===== config.mk =====
export PLATFORM = sky130hd
export DESIGN_NAME = salru_ram
export DESIGN_NICKNAME = d
export VERILOG_FILES = /design/src/design/salru_ram.sv
export SDC_FILE = /design/constraint.sdc
export NUM_CORES = 1
export LEC_CHECK = 0
export BUFFER_PORTS_ARGS = -buffer_cell sky130_fd_sc_hd__buf_2
export CELL_PAD_IN_SITES_DETAIL_PLACEMENT = 1
export CELL_PAD_IN_SITES_GLOBAL_PLACEMENT = 2
export CORE_AREA = 2 2 104 106
export DETAILED_ROUTE_END_ITERATION = 10
export DIE_AREA = 0 0 106 108
export GPL_TIMING_DRIVEN = 0
export MAX_ROUTING_LAYER = met4
export PLACE_DENSITY_LB_ADDON = 0.25
export SETUP_SLACK_MARGIN = 0.15
export SLEW_MARGIN = 15
export SYNTH_ARGS = -nofsm -noshare
export SYNTH_HDL_FRONTEND = slang
export SYNTH_SLANG_ARGS = --single-unit
export TNS_END_PERCENT = 5

===== constraint.sdc =====
create_clock -name clk_i -period 4.48 [get_ports clk_i]
set_clock_uncertainty 0.2 [all_clocks]
set_input_delay 0.224 -clock clk_i [delete_from_list [all_inputs] [get_ports clk_i]]
set_output_delay 0.224 -clock clk_i [all_outputs]
set_load 0.005 [all_outputs]

===== src/design/salru_ram.sv =====
// generic single write port ram with registered read
module salru_ram #(
  parameter int WIDTH = 8,
  parameter int DEPTH = 16
) (
  input  logic                     clk_i,
  input  logic                     we_i,
  input  logic [$clog2(DEPTH)-1:0] waddr_i,
  input  logic [WIDTH-1:0]         wdata_i,
  input  logic                     re_i,
  input  logic [$clog2(DEPTH)-1:0] raddr_i,
  output logic [WIDTH-1:0]         rdata_o
);

  logic [WIDTH-1:0] mem_q [DEPTH];
  logic [WIDTH-1:0] rdata_q;

  always_ff @(posedge clk_i) begin
    if (we_i) begin
      mem_q[waddr_i] <= wdata_i;
    end
    if (re_i) begin
      rdata_q <= mem_q[raddr_i];
    end
  end

  assign rdata_o = rdata_q;

endmodule


==> metrics.csv <==
stage,metric,value,unit
clocking,worst skew pair latency,0.52,ns
min_path,hold wc startpoint,waddr_i[0],
sta,Final Cycle Share,0.392,
job,number of max-cap violations,0,
setup_path,"setup slack, reg-to-reg",2.73,ns
sta,relative slew slack,0.425,
setup_path,reg-to-reg critical path endpoint,rdata_o[0],
sta,Fmax achieved,570,MHz
global_routing,antenna violations before repair,0,
synth,prevailing post-synth register cell,edfxtp_1,
run_status,status,finished clean,
drt,ANT nets after route,0,
setup_path,R2R depth,3,
global_routing,global-route wire length before repair,16100,um
synth,"Seq/Total Area, Yosys",0.781,
die,Core Region,0.0102,mm^2
clocking,htree depth,4,
finish,Layout area overhead,18.0,%
clocking,post-CTS sizing,0,
global_routing,number of global-route vias before repair,2635,
drt,DR WL/cell,24.6,um
finish,Antenna Cells,0,
clocking,CTS max path bufs,2,
drt,DRT Wirelength,10600,um
synth,Ys Warns,0,
setup_path,worst-path maximum fanout,1,
min_path,Hold EP,mem_q[4][5],
sta,TNS Setup,0,ns
setup_path,CP startpoint kind,register,
die,Die Ht,108,um
power,Static Leak,0.00205,uW
die,# IOs,27,
placed_design,HPWL after DPL,6650,um
synth,"area leader, netlist",edfxtp_1,
sta,# setup viols final,0,
synth,Syn Inst Count,229,
global_routing,Total GRT Usage,0.212,
clocking,root buf cell,clkbuf_8,
global_routing,total gr overflow,0,
synth,largest cells by area after synthesis,"edfxtp_1 (78%), mux4_2 (7.8%), mux4_1 (7.0%)",
synth,Post-synth EDFFs,136,
die,Placement Rows,37,
finish,final std cells w/o fill,431,
sta,final hold violations,0,
clocking,clock sinks,136,
drt,DR vias,2442,
finish,share of cells above drive strength 1,0.278,
synth,Netlist Area Pre-Place,0.00523,mm^2
drt,DR pass1 iterations,4,
finish,nets,301,
placed_design,dpl cells,390,
min_path,hold path cells,2,
synth,most common cell in the netlist,edfxtp_1,
min_path,HP Class,in2reg,
synth,post-synth top area share,0.781,
power,Pwr per Cell Area,461,mW/mm^2
synth,Mapped Nets,248,
drt,Initial DRC Count,191,
sta,"Slew Viols, Final",0,
synth,Mean Syn Cell Area,22.8,um^2
sta,Least-Margin Pin Slew,0.859,ns
setup_path,WS Path Type,reg2reg,
drt,DR vias/cell,5.67,
setup_path,nature of the critical path endpoint,register,
synth,"top cells by count, synth","edfxtp_1 (136), mux4_2 (18), a22oi_1 (16)",
power,maximum VDD drop,0.274,mV
die,DIE AREA,0.0114,mm^2
sta,final worst path period need,1.75,ns
clocking,"Reg clk slew, reported paths",0.06,ns
placed_design,placer's final routability congestion estimate,0.733,
placed_design,IO Port Bufs,25,
setup_path,CP Data Required Time,4.53,ns
synth,ys async rst share,0,
setup_path,worst r2r src,mem_q[5][0],
setup_path,WP data arrival,1.80,ns
synth,register bit count reported by yosys,136,
global_routing,largest net degree at the start of global routing,17,
die,Starting Density,0.511,
sta,RSZ-0062 raised after global routing,false,
clocking,Num CTS Buffers,17,
die,Chip Width,106,um
synth,Yosys cell types,18,
clocking,CTS tree,yes,
drt,Post-route DRC,0,
## worst max-delay path, stage by stage, from the launching register on
cell and delay, ns:
edfxtp_1 0.36, mux4_1 0.57, a22oi_1 0.24, nand2_1 0.11
## how the worst max path moves through the flow
stage / from / endpoint / slack [ns] / depth (start not counted)
5_1_grt: mem_q[5][0] / rdata_o[0] / 2.64 / 3
3_3_place_gp: waddr_i[2] / mem_q[0][7] / 1.96 / 3
4_1_cts: mem_q[5][0] / rdata_o[0] / 2.71 / 3
6_report: mem_q[5][0] / rdata_o[0] / 2.73 / 3
2_1_floorplan: waddr_i[2] / mem_q[0][0] / 2.56 / 2
3_5_place_dp: we_i / mem_q[12][2] / 2.33 / 3
## layout make-up
cell class / instances / area, um^2
sequential: 136 / 4080
timing repair buffer: 34 / 215
fill: 873 / 4060
buffer: 10 / 86.3
tap: 136 / 170
multi-input combinational: 83 / 1080
clock inverter: 12 / 109
clock buffer: 20 / 425
## cell usage in the layout, fill, tap and decap left out, types with 2 or more instances in the layout
| cell type | netlist | layout |
|---|---|---|
| a22oi_1 | 16 | 16 |
| buf_2 | 3 | 28 |
| buf_6 | 3 | 3 |
| bufinv_16 | 0 | 2 |
| clkbuf_1 | 0 | 3 |
| clkbuf_16 | 0 | 16 |
| clkdlybuf4s25_2 | 3 | 3 |
| clkinv_1 | 0 | 5 |
| clkinv_2 | 0 | 3 |
| clkinvlp_4 | 0 | 2 |
| dlygate4sd3_1 | 0 | 9 |
| edfxtp_1 | 136 | 136 |
| mux4_1 | 14 | 14 |
| mux4_2 | 18 | 18 |
| nand2_1 | 9 | 9 |
| nand2b_1 | 2 | 2 |
| nand3b_1 | 2 | 2 |
| nor2_1 | 13 | 13 |
| nor3_2 | 0 | 4 |
## logic make-up after synthesis
kind of cell	Yosys count	synth area share
compound gates	16	0.0230
buf+inv	10	0.0165
mux	32	0.148
flops	136	0.781
simple gates	35	0.0314
## flip-flops by register name, indices dropped and copies added, names as in the netlist
name / cells
rdata_o: 8
mem_q: 128
## per-stage QoR
stage	hold slack, ns	area (um^2)	worst slack [ns]	total power, uW	utilization
finish	0.0605	6170	2.73	2840	0.603
global route	0.0742	6170	2.64	2930	0.603
CTS	0.0268	6160	2.71	2860	0.602
detailed placement	0.370	5530	2.33	1600	0.541
global placement	0.362	5520	1.96	1600	0.540
floorplan	0.123	5230	2.56	1540	-
## metal layers
layer | wire length [um] | up-vias | part of all wire | track usage
met5 | 0 | - | 0 | -
met4 | 138 | 0 | 0.013 | 0.0733
met3 | 442 | 10 | 0.042 | 0.0603
met2 | 5130 | 63 | 0.48 | 0.315
met1 | 4890 | 1278 | 0.46 | 0.288
li1 | - | 1091 | - | -
## power by group
part	internal [uW]	switching, uW
logic	60.4	81.9
clock network	777	484
registers	1430	6.43
## what timing repair did
item                      CTS  global route
hold buffers                9             0
hold endpoints to repair  136             0
buffers inserted            0             0
Power figures use the tool's default switching activity.
