$ cat src/design/salru_pkg.sv
// shared types, constants and helpers of the lru cache tag store
package salru_pkg;

  localparam int MAX_SET_BITS = 6;
  localparam int MAX_WAYS     = 8;
  localparam int ADDR_WIDTH   = 32;

  localparam int STAMP_W  = 32;
  localparam int CNT_W    = 32;
  localparam int SET_W    = MAX_SET_BITS;
  localparam int NUM_SETS = 2 ** MAX_SET_BITS;
  localparam int SB_W     = $clog2(MAX_SET_BITS + 1);
  localparam int WAY_W    = (MAX_WAYS > 1) ? $clog2(MAX_WAYS) : 1;
  localparam int WC_W     = $clog2(MAX_WAYS + 1);
  localparam int NPAIR    = (MAX_WAYS + 1) / 2;
  localparam int NP2      = 2 ** $clog2(NPAIR);

  localparam int SET_BITS_W  = 3;
  localparam int WAYS_W      = 4;
  localparam int OFFSET_W    = 5;
  localparam int CFG_DATA_W  = 5;
  localparam int CFG_IDX_W   = 2;

  localparam logic [SET_BITS_W-1:0] SET_BITS_RST = 3'd4;
  localparam logic [WAYS_W-1:0]     WAYS_RST     = 4'd1;
  localparam logic [OFFSET_W-1:0]   OFFSET_RST   = 5'd4;

  typedef enum logic [CFG_IDX_W-1:0] {
    REG_SET_BITS = 2'd0,
    REG_WAYS     = 2'd1,
    REG_OFFSET   = 2'd2
  } reg_idx_e;

  typedef enum logic [1:0] {
    OP_LOAD   = 2'd0,
    OP_STORE  = 2'd1,
    OP_MODIFY = 2'd2
  } opcode_e;

  typedef enum logic [1:0] {
    OUT_HIT   = 2'd0,
    OUT_FILL  = 2'd1,
    OUT_EVICT = 2'd2
  } outcome_e;

  typedef struct packed {
    logic [1:0]            opcode;
    logic [ADDR_WIDTH-1:0] access_address;
  } cmd_t;

  typedef struct packed {
    logic [1:0]       outcome;
    logic             extra_hit;
    logic [2:0]       way_used;
    logic [CNT_W-1:0] hit_total;
    logic [CNT_W-1:0] miss_total;
    logic [CNT_W-1:0] evict_total;
  } res_t;

  // one way of a set as it sits in the tag ram
  typedef struct packed {
    logic                  valid;
    logic [ADDR_WIDTH-1:0] line;
    logic [STAMP_W-1:0]    stamp;
  } entry_t;

  typedef entry_t [MAX_WAYS-1:0] row_t;

  // replacement candidate
  typedef struct packed {
    logic               ok;
    logic [WAY_W-1:0]   way;
    logic [STAMP_W-1:0] stamp;
  } cand_t;

  typedef cand_t [NP2-1:0] cand_vec_t;

  // lookup result handed from the match stage to the write stage
  typedef struct packed {
    logic             hit;
    logic [WAY_W-1:0] hit_way;
    cand_vec_t        pairs;
  } match_t;

  // left operand always has the lower way index, so ties keep it
  function automatic cand_t cand_pick(cand_t a, cand_t b);
    return (b.ok && (!a.ok || (b.stamp < a.stamp))) ? b : a;
  endfunction

  function automatic cand_t cand_tree(cand_vec_t v);
    cand_vec_t t;
    t = v;
    for (int s = 1; s < NP2; s = s * 2) begin
      for (int i = 0; i < NP2; i = i + 2 * s) begin
        t[i] = cand_pick(t[i], t[i + s]);
      end
    end
    return t[0];
  endfunction

  function automatic logic [CNT_W-1:0] sat_add(logic [CNT_W-1:0] v, logic [1:0] inc);
    logic [CNT_W:0] sum;
    sum = {1'b0, v} + (CNT_W + 1)'(inc);
    return sum[CNT_W] ? {CNT_W{1'b1}} : sum[CNT_W-1:0];
  endfunction

endpackage

$ cat src/design/salru_match.sv
// tag compare over one set and first level of the lru victim tree
module salru_match (
  input  salru_pkg::row_t                 row_i,
  input  logic [salru_pkg::ADDR_WIDTH-1:0] line_i,
  input  logic [salru_pkg::WC_W-1:0]       ways_i,
  output salru_pkg::match_t               match_o
);
  import salru_pkg::*;

  logic [MAX_WAYS-1:0] in_use;
  cand_t               a_c;
  cand_t               b_c;

  always_comb begin
    for (int w = 0; w < MAX_WAYS; w++) begin
      in_use[w] = (w < 32'(ways_i));
    end
  end

  always_comb begin
    // first matching way wins
    match_o.hit     = 1'b0;
    match_o.hit_way = '0;
    for (int w = MAX_WAYS - 1; w >= 0; w--) begin
      if (in_use[w] && row_i[w].valid && (row_i[w].line == line_i)) begin
        match_o.hit     = 1'b1;
        match_o.hit_way = WAY_W'(w);
      end
    end
    a_c = '0;
    b_c = '0;
    match_o.pairs = '0;
    for (int k = 0; k < NPAIR; k++) begin
      a_c.ok    = in_use[2 * k];
      a_c.way   = WAY_W'(2 * k);
      a_c.stamp = row_i[2 * k].stamp;
      b_c       = '0;
      if (2 * k + 1 < MAX_WAYS) begin
        b_c.ok    = in_use[2 * k + 1];
        b_c.way   = WAY_W'(2 * k + 1);
        b_c.stamp = row_i[2 * k + 1].stamp;
      end
      match_o.pairs[k] = cand_pick(a_c, b_c);
    end
  end

endmodule

$ cat config.mk
export PLATFORM = sky130hd
export DESIGN_NAME = salru_match
export DESIGN_NICKNAME = d
export VERILOG_FILES = /design/src/design/salru_pkg.sv /design/src/design/salru_match.sv
export SDC_FILE = /design/constraint.sdc
export NUM_CORES = 1
export LEC_CHECK = 0
export BUFFER_PORTS_ARGS = -buffer_cell sky130_fd_sc_hd__clkbuf_2
export CAP_MARGIN = 20
export CORE_AREA = 3 3 276 278
export DETAILED_ROUTE_END_ITERATION = 8
export DIE_AREA = 0 0 279 281
export PLACE_DENSITY = 0.31
export SLEW_MARGIN = 40
export SYNTH_ARGS = -nofsm -noshare
export SYNTH_HDL_FRONTEND = slang
export SYNTH_SLANG_ARGS = --single-unit
$ cat constraint.sdc
create_clock -name vclk -period 6.2
set_clock_uncertainty 0.15 [all_clocks]
set_input_delay 1.86 -clock vclk [all_inputs]
set_output_delay 1.86 -clock vclk [all_outputs]
set_load 0.005 [all_outputs]
==> results of run 1 <==
[Yosys cell counts, drive strengths merged]
master     n
inv      131
xor2     128
ha       124
xnor2    124
mux2      96
nand4     59
buf       52
o21ai     52
a21o      43
nor4      37
nand2     34
a21oi     32
nor2      19
a221o     15
a22o      15
nor3      13
nand3     12
clkbuf    10
o211ai     8
a211oi     7
nand2b     6
nor2b      6
and3       3
and4       3
a2bb2oi    2
conb       2
nor4b      2
o2111ai    2
o21a       2
a221oi     1
a31o       1
and2       1
and3b      1
nand3b     1
o21bai     1
o221a      1
o22ai      1
or3        1
or4        1
[stage by stage]
stage               TNS (ps)  hold WS, ps  instances
floorplan                  0         3660       1055
global placement       -4050         3870       2749
detailed placement     -4660         3880       2749
CTS                    -7.98         3880       2755
global route           -44.6         3890       2768
finish                     0         3870       2772
[report_power, final]
part	switching (mW)	total [mW]	internal, mW	leakage (nW)
Sequential	0	0	0	0
Combinational	0.578	1.17	0.595	7.54
Clock	0	0.0000000652	0.0000000652	0.0000223
Total	0.578	1.17	0.595	7.54
[worst min-delay path by stage]
stage / startpoint / end / slack [ps] / cells after the start
2_1_floorplan: ways_i[3] / match_o[143] / 3660 / 1
3_3_place_gp: row_i[2] / match_o[2] / 3870 / 4
3_5_place_dp: row_i[8] / match_o[8] / 3880 / 4
4_1_cts: row_i[2] / match_o[2] / 3880 / 4
5_1_grt: row_i[195] / match_o[36] / 3890 / 3
6_report: row_i[2] / match_o[2] / 3870 / 4
[layout make-up]
type                            instances  area (µm²)
Multi-Input combinational cell        862        7740
Timing Repair Buffer                  806        4700
Antenna cell                            4        10.0
Inverter                              131         494
Fill cell                            8566       60000
Tap cell                              969        1210
[kinds of logic after synthesis]
| group | Yosys count | synth area share (%) |
|---|---|---|
| AO/OA/AOI/OAI | 183 | 15.4 |
| other | 2 | 0.0914 |
| adder cells (fa/ha/maj) | 124 | 18.9 |
| XOR/XNOR | 252 | 26.9 |
| AND/OR/NAND/NOR | 199 | 13.4 |
| buffers and inverters | 193 | 10.9 |
| multiplexers | 96 | 14.5 |
[critical path: stages]
cell and delay (ps):
clkbuf_2 170, xor2_1 210, nor4_2 380, buf_4 170, nand4_1 160, or4_4 600, o21ai_1 90, a21oi_1 80
o21ai_1 120, and2_1 130, clkbuf_2 140
[timing repair]
action / 4_1_cts / 5_1_grt
pin swaps: 2 / 35
setup endpoints to repair: 50 / 109
setup buffers: 4 / 6
gates cloned: 2 / 7
gates resized for setup: 22 / 97
[layer usage]
metal | vias up | global-route usage [%] | routed length, µm
met2 | 459 | 24.9 | 29500
met3 | 47 | 3.30 | 4120
met4 | 10 | 2.48 | 1240
li1 | 5180 | - | -
met5 | - | 0 | 69
met1 | 4873 | 16.6 | 24600
==> summary.txt, run 1 <==
Final layout
  – Core Util, Final: 19.1%
  – Cell area after layout: approximately 0.014 mm²
  – Layout area overhead: 72.3%
  – Layout cell share with drive strength beyond 1: a little over half
  – Sequential cell area: 0 µm²
  – Most frequent cells in the layout: 676 x clkbuf_2, 129 x inv_1, 126 x xor2_1
  – FFs & Latches: 0
  – Commonest non-fill, non-tap cell in the layout: clkbuf_2
  – Clock buffers: 0
  – Nets: 2481

STA
  – Final hold vios: 0
  – Final Max Tran Viols: 0
  – Setup ws final: ~68 ps
  – Slew HR: around 65%
  – Crit share post-route: between 90% and 100%
  – Worst-margin pin slew: just over 500 ps
  – Unrepaired setup endpoints after global routing: true
  – Final setup viols: 0
  – Fmax: 163 MHz
  – Final min period: about 6100 ps

Logic synthesis
  – Post-synth top area cell: ha_1
  – Synth Area per Inst: roughly 8 µm²
  – Register area share after synthesis: 0%
  – Unique masters post-synth: a little under 50
  – Synthesized instance count: 1049
  – Post-synth design cell area: 0.00822 mm²
  – Top cells by area, synth: ha_1 19%, xor2_1 14%, xnor2_1 13%, mux2_2 7.5%, inv_1 6.0%
  – Post-synth top area share: between 10% and 20%
  – Yosys warning total: 0

Detailed routing
  – Drt initial violations: 364
  – Via density: roughly 3.8
  – Final wirelength: a little under 60000 µm
  – Vias: ~11000
  – Pre-Repair DR Iteration Count: 4
  – Antenna-violating nets left: 0
  – # DRC: 0
  – Routed wire per std cell: 21.5 µm

Worst setup path
  – CP startpoint: line_i[30]
  – Crit path kind: input port to primary output
  – Setup crit end kind: primary output
  – CP Data Required Time: 4190 ps
  – Crit start category: input port
  – CP endpoint: match_o[144]
  – Worst-path maximum fanout: 4
  – Critical Path AT: approximately 4100 ps

Die
  – Die Y: 281 µm
  – Row cnt: 100
  – Starting density of the core: between 10% and 20%
  – Die width: 279 µm
  – IO Pins: 704
  – Die footprint: a little under 0.08 mm²
  – Core area: 0.0742 mm²

Power
  – Total power: 1.17 mW
  – Pwr/cell area: between 80 and 90 mW/mm²
  – Leak: approximately 7.5 nW
  – Worst VDD drop: 0.0656 mV

Clock tree
  – Hold_buf cts: 0

Worst hold path
  – Hold Crit Class: input port to primary output

Place
  – Placed Area: 0.0134 mm²
  – Worst slack, placed: -363 ps
  – Port buffer count: 696
  – Hpwl dp: between 50000 and 60000 µm
  – RePlAce Congestion: between 0.8 and 0.9

GRT
  – Initial antenna violation count: 10
  – Remaining Overflow, GRT: 0
  – Pin count of the biggest net entering global routing: 34
  – First-pass GRT wire length: between 70000 and 80000 µm
  – Vias in the first global route: 11200
  – Tot GR Track Use: between 10 and 15%

Run
  – Max Cap Violations: 0

Run status
  – Status: completed
(Power assumes the default switching activity.)
==> run 2, diff against run 1 <==
==> config.mk (replaced) <==
export PLATFORM = sky130hd
export DESIGN_NAME = salru_match
export DESIGN_NICKNAME = d
export VERILOG_FILES = /design/src/design/salru_pkg.sv /design/src/design/salru_match.sv
export SDC_FILE = /design/constraint.sdc
export NUM_CORES = 1
export LEC_CHECK = 0
export CAP_MARGIN = 20
export CORE_AREA = 3 3 269 271
export DETAILED_ROUTE_END_ITERATION = 8
export DIE_AREA = 0 0 272 274
export DONT_BUFFER_PORTS = 1
export PLACE_DENSITY = 0.3
export SLEW_MARGIN = 40
export SYNTH_ARGS = -nofsm -noshare
export SYNTH_HDL_FRONTEND = slang
export SYNTH_SLANG_ARGS = --single-unit
==> run 2 against run 1 <==
Sequential share of layout area unchanged. Fmax increased by 2.2%. Non-clock buffer count decreased by 780. Hold slack got worse by 190 ps. Sequential cell count unchanged. Combinational power decreased by 45%. Core utilization decreased by 5.8 points. Via count decreased by 26%. Global-route usage decreased by 1.9 points. Worst setup slack improved by 130 ps. Total power decreased by 45%. Critical endpoint is now match_o[103]. Largest cell class unchanged. Highest routed layer unchanged.
==> summary.txt, run 2 (synthesis gave the netlist of run 1 again) <==
Die
  – Row cnt: 97 (-3.0%)
  – Core area: 0.0700 mm² (-5.6%)
  – Starting density of the core: 11.7% (+0.66 points)
  – Die width: 272 µm (-2.5%)
  – Die Y: 274 µm (-2.5%)
  – Die footprint: 0.0745 mm² (-4.9%)
  – IO Pins: 704 (unchanged)

Final layout
  – Nets: 1701 (-31%)
  – Layout cell share with drive strength beyond 1: 12.0% (-41 points)
  – Cell area after layout: 0.00930 mm² (-34%)
  – Commonest non-fill, non-tap cell in the layout: inv_1
  – Clock buffers: 0 (unchanged)
  – Layout area overhead: 13.1%
  – FFs & Latches: 0 (unchanged)
  – Sequential cell area: 0 µm² (unchanged)
  – Most frequent cells in the layout: 131 x inv_1, 128 x xor2_1, 124 x xnor2_1, 124 x ha_1, 59 x nand4_1

Detailed routing
  – Via density: 3.98 (+4.5%)
  – Antenna-violating nets left: 0 (unchanged)
  – Routed wire per std cell: 24.9 µm (+16%)
  – Drt initial violations: 360 (-1.1%)
  – # DRC: 0 (unchanged)
  – Final wirelength: 48800 µm (-18%)
  – Vias: 7813 (-26%)
  – Pre-Repair DR Iteration Count: 5 (+1)

Power
  – Pwr/cell area: 68.9 mW/mm² (-17%)
  – Total power: 0.640 mW (-45%)
  – Worst VDD drop: 0.0612 mV (-6.7%)
  – Leak: 4.05 nW (-46%)

Clock tree
  – Post-CTS setup buffer count: 0 (-4)
  – CTS resizes: 0 (-100%)
  – Hold_buf cts: 0 (unchanged)

STA
  – Final Max Tran Viols: 0 (unchanged)
  – Worst-margin pin slew: 707 ps (+189 ps)
  – Crit share post-route: 96.8% (-2.1 points)
  – Hold_ws: 3690 ps (-186 ps)
  – Slew HR: 52.7% (-13 points)
  – Final setup viols: 0 (unchanged)
  – Unrepaired setup endpoints after global routing: false
  – Setup TNS: 0 ps (unchanged)
  – Final hold vios: 0 (unchanged)
  – Fmax: 167 MHz (+2.2%)
  – Final min period: 6000 ps (-133 ps)

Worst hold path
  – Hold Crit Class: input port to primary output

Place
  – Placed Area: 0.00928 mm² (-31%)
  – RePlAce Congestion: 0.915 (+1.8%)
  – Port buffer count: 0 (-100%)
  – Hpwl dp: 45000 µm (-17%)

Run
  – Max Cap Violations: 0 (unchanged)

GRT
  – Vias in the first global route: 8310 (-26%)
  – Tot GR Track Use: 11.9% (-1.9 points)
  – Initial antenna violation count: 3 (-7)
  – Remaining Overflow, GRT: 0 (unchanged)
  – Pin count of the biggest net entering global routing: 34 (unchanged)
  – First-pass GRT wire length: 63400 µm (-19%)

Worst setup path
  – CP Data Required Time: 4190 ps (about the same)
  – Critical Path AT: 3990 ps (-130 ps)
  – Crit path kind: input port to primary output
  – Setup crit end kind: primary output
  – Crit start category: input port
  – Worst-path maximum fanout: 29 (+25)

Run status
  – Status: completed
run 2: cell count changes in the layout (fill, tap and decap cells not counted), moves of 6 or more:
cell / change
buf_12: -7
buf_2: -7
buf_4: -62
buf_6: -14
clkbuf_16: -6
clkbuf_2: -676
ha_1: +9
ha_4: -8
nor4_1: +11
nor4_2: -8
run 2: worst paths after layout:
path        from           end  slack (ps)  cells after the start
max   row_i[290]  match_o[103]         200                     11
min    row_i[28]   match_o[28]        3690                      2
run 2: cell type report:
type	instances	area, µm²
antenna	2	5.00
fill	8210	60700
inverter	131	492
multi-input combinational	862	7380
tap	940	1180
timing repair buffer	26	245
run 2: power by group:
| group | total [mW] | internal [mW] | switching (mW) |
|---|---|---|---|
| Clock | 0.0000000434 | 0.0000000433 | 0 |
| Sequential | 0 | 0 | 0 |
| Combinational | 0.640 | 0.327 | 0.314 |
run 2: critical path: stages:
cell,delay (ps)
inv_1,30
ha_1,320
nand4_1,290
nor2_1,220
nand2_1,110
nor3_1,220
nor4_1,80
o221a_2,140
nand3_2,110
buf_12,200
mux2_2,380
run 2: per-stage QoR:
stage                     util [%]  std cells  worst slack [ps]
after floorplan                  -       1055               362
after global placement        13.2       1959              95.0
after detailed placement      13.3       1959               127
after CTS                     13.3       1959               122
after global routing          13.3       1961              25.9
final                         13.3       1961               201
run 2: per-layer routing:
| layer | vias up | global-route usage (%) | wire (µm) |
|---|---|---|---|
| li1 | 3612 | - | - |
| met1 | 3583 | 13.4 | 18000 |
| met2 | 537 | 20.4 | 22900 |
| met3 | 79 | 3.68 | 5200 |
| met4 | 2 | 5.55 | 2680 |
| met5 | - | 0 | 13 |
==> run 3, diff against run 2 <==
--- a/config.mk
+++ b/config.mk
@@ -5,10 +5,11 @@
 export SDC_FILE = /design/constraint.sdc
 export NUM_CORES = 1
 export LEC_CHECK = 0
+export ABC_AREA = 1
 export CAP_MARGIN = 20
-export CORE_AREA = 3 3 269 271
+export CORE_AREA = 3 3 273 275
 export DETAILED_ROUTE_END_ITERATION = 8
-export DIE_AREA = 0 0 272 274
+export DIE_AREA = 0 0 276 278
 export DONT_BUFFER_PORTS = 1
 export PLACE_DENSITY = 0.3
 export SLEW_MARGIN = 40
==> run 3 against run 2 <==
Global-route usage increased by 3.0 points. Hold slack worse by 21 ps. Worst setup slack improved by 93 ps. Fmax up 1.6%. Sequential share of layout area unchanged. Total power rose by 3.0%. Cell area rose by 5.6%. Core utilization grew 0.25 points. Clock-buffer cell count unchanged. Critical path depth unchanged.
==> summary.txt, run 3 <==
Power
  – Pwr/cell area: 67.2 mW/mm² (-2.4%)
  – Reg power frac: 0% (unchanged)
  – Leak: 5.18 nW (+28%)
  – Gate power share: 100.0% (about the same)
  – Worst VDD drop: 0.0515 mV (-16%)
  – Clk pwr share: 0% (unchanged)
  – Sw Pwr: 0.414 mW (+32%)
  – Switch share: 62.7% (+14 points)
  – Pint: 0.246 mW (-25%)

Detailed routing
  – Metal3 WL: 5700 µm (+9.5%)
  – # DRC: 0 (unchanged)
  – Antenna-violating nets left: 0 (unchanged)
  – Vias: 11000 (+41%)
  – Final wirelength: 61400 µm (+26%)
  – DR top layer: met5
  – Pre-Repair DR Iteration Count: 5 (unchanged)
  – Drt initial violations: 649 (+80%)
  – Via density: 4.24 (+6.5%)
  – DR WL met2: 30600 µm (+34%)
  – Routed wire per std cell: 23.6 µm (-5.2%)
  – M1 WL: 23400 µm (+30%)

Logic synthesis
  – Yosys warning total: 0 (unchanged)
  – Top cells by area, synth: nand2_1 27%, ha_1 18%, inv_1 9.0%, nand3_1 7.3%, xnor2_1 5.3%
  – Post-synth top area share: 27.2% (+8.3 points)
  – Unique masters post-synth: 42 (-14%)
  – Synth Area per Inst: 5.23 µm² (-33%)
  – Top cells by count, synth: 634 x nand2_1, 211 x inv_1, 127 x nand3_1
  – Most numerous cell in the Yosys netlist: nand2_1
  – Synthesized instance count: 1674 (+60%)
  – Post-synth design cell area: 0.00875 mm² (+6.5%)
  – Register area share after synthesis: 0% (unchanged)
  – Post-synth top area cell: nand2_1

Worst setup path
  – Worst-path maximum fanout: 13 (-55%)
  – Critical Path AT: 3900 ps (-90 ps)
  – CP max stage delay: 430 ps (+50 ps)
  – CP Data Required Time: 4190 ps (about the same)
  – CP cell instances: inv_1 -> o22ai_1 -> nor2_1 -> nand2_1 -> nor2_1 -> nand4_1 -> buf_4 -> or2_1 -> nand2_1 -> nor3_1 -> buf_4
  – Crit start category: input port
  – Setup crit end kind: primary output
  – Crit path kind: input port to primary output
  – Slowest stage cell on the critical path: inv_1

Final layout
  – Most frequent cells in the layout: 634 x nand2_1, 211 x inv_1, 127 x nand3_1
  – Multi-input logic area: 0.00747 mm² (+1.3%)
  – Nets: 2325 (+37%)
  – Core Util, Final: 13.5% (+0.25 points)
  – Commonest non-fill, non-tap cell in the layout: nand2_1
  – Non-filler cells, final: 2604 (+33%)
  – FFs & Latches: 0 (unchanged)
  – Layout cell share with drive strength beyond 1: 5.23% (-6.7 points)
  – Fill cells: 8659 (+5.5%)
  – Sequential cell area: 0 µm² (unchanged)
  – Clock buffers: 0 (unchanged)
  – Layout area overhead: 12.2%

Die
  – IO Pins: 704 (unchanged)
  – Die Y: 278 µm (+1.5%)
  – Die footprint: 0.0767 mm² (+3.0%)
  – Core area: 0.0726 mm² (+3.7%)
  – Row cnt: 99 (+2.1%)
  – Die width: 276 µm (+1.5%)
  – Starting density of the core: 12.1% (+0.33 points)

STA
  – Slew HR: 59.7% (+7.0 points)
  – Unrepaired setup endpoints after global routing: false
  – Final setup viols: 0 (unchanged)
  – Fmax: 169 MHz (+1.6%)
  – Crit share post-route: 95.3% (-1.5 points)
  – Worst-margin pin slew: 604 ps (-103 ps)
  – Final min period: 5910 ps (-93.4 ps)
  – Final hold vios: 0 (unchanged)
  – Final Max Tran Viols: 0 (unchanged)
  – Setup TNS: 0 ps (unchanged)

Clock tree
  – CTS resizes: 0 (unchanged)
  – Post-CTS setup buffer count: 0 (unchanged)
  – Hold_buf cts: 0 (unchanged)

Place
  – Hpwl dp: 56400 µm (+26%)
  – Port buffer count: 0 (unchanged)
  – Placed Cells: 2602 (+33%)
  – RePlAce Congestion: 0.945 (+3.2%)

GRT
  – First-pass GRT wire length: 84500 µm (+33%)
  – Pin count of the biggest net entering global routing: 34 (unchanged)
  – Initial antenna violation count: 13 (+10)
  – Tot GR Track Use: 14.9% (+3.0 points)
  – Remaining Overflow, GRT: 0 (unchanged)
  – Vias in the first global route: 11000 (+32%)

Worst hold path
  – Hold Crit Class: input port to primary output
  – Hold path start: row_i[340]
  – Hold Crit Depth: 2 (unchanged)
  – Hold Path Sink: match_o[87]

Run
  – Max Cap Violations: 0 (unchanged)

Run status
  – Status: completed
-- run 3: cell count changes after synthesis, moves of 24 or more --
cell / previous run / this run
a21o_1: 43 / 0
inv_1: 131 / 211
inv_2: 0 / 25
mux2_2: 55 / 0
mux2_4: 29 / 0
nand2_1: 34 / 634
nand3_1: 12 / 127
nand4_1: 59 / 35
nor2_1: 19 / 107
nor4_1: 37 / 10
o22ai_1: 1 / 32
xnor2_1: 124 / 53
xor2_1: 128 / 24
-- run 3: area by class of cell --
class / instances / area share (%)
multi-input cells: 1377 / 76.2
well taps: 959 / 12.2
inverters: 236 / 9.02
repair buffers: 30 / 2.55
diodes: 2 / 0.0510
-- run 3: worst max-delay path: cells and delay by family --
kind                   cells  cell delay, ps
AO/OA/AOI/OAI              1             170
buffers and inverters      3             820
AND/OR/NAND/NOR            7            1030
-- run 3: kinds of logic after synthesis --
| logic type | after synthesis | synth area share [%] |
|---|---|---|
| AND/OR/NAND/NOR | 964 | 46.0 |
| buffers and inverters | 303 | 14.9 |
| AO/OA/AOI/OAI | 204 | 13.6 |
| adder cells (fa/ha/maj) | 124 | 17.7 |
| XOR/XNOR | 77 | 7.71 |
| other | 2 | 0.0858 |
-- run 3: metrics by stage --
stage | area [µm²] | total power [mW] | setup slack, ps | hold slack (ps)
6_report | 9820 | 0.660 | 294 | 3670
5_1_grt | 9810 | 0.756 | 104 | 3670
4_1_cts | 9810 | 0.669 | 284 | 3670
3_5_place_dp | 9810 | 0.666 | 289 | 3670
3_3_place_gp | 9810 | 0.663 | 284 | 3670
2_1_floorplan | 8770 | 0.512 | 946 | 3660
-- run 3: worst max path at each step --
| stage | cells after the start | slack [ps] | startpoint | endpoint |
|---|---|---|---|---|
| floorplan | 14 | 950 | row_i[281] | match_o[100] |
| CTS | 11 | 280 | line_i[13] | match_o[146] |
| finish | 11 | 290 | line_i[13] | match_o[146] |
| global placement | 11 | 280 | line_i[13] | match_o[146] |
| detailed placement | 11 | 290 | line_i[13] | match_o[146] |
| global route | 11 | 100 | line_i[13] | match_o[146] |
-- run 3: per-layer routing --
layer  global-route usage (%)  up-vias
met1                     16.9     5090
met3                     4.85       80
met5                        0        -
met2                     27.2      553
li1                         -     5311
met4                     3.17       14
-- run 3: power by group through the flow --
stage / clock (mW) / sequential [mW] / combinational, mW
6_report: 0.0000000287 / 0 / 0.660
5_1_grt: 0 / 0 / 0.756
4_1_cts: 0 / 0 / 0.669
3_5_place_dp: 0 / 0 / 0.666
3_3_place_gp: 0 / 0 / 0.663
2_1_floorplan: 0 / 0 / 0.512
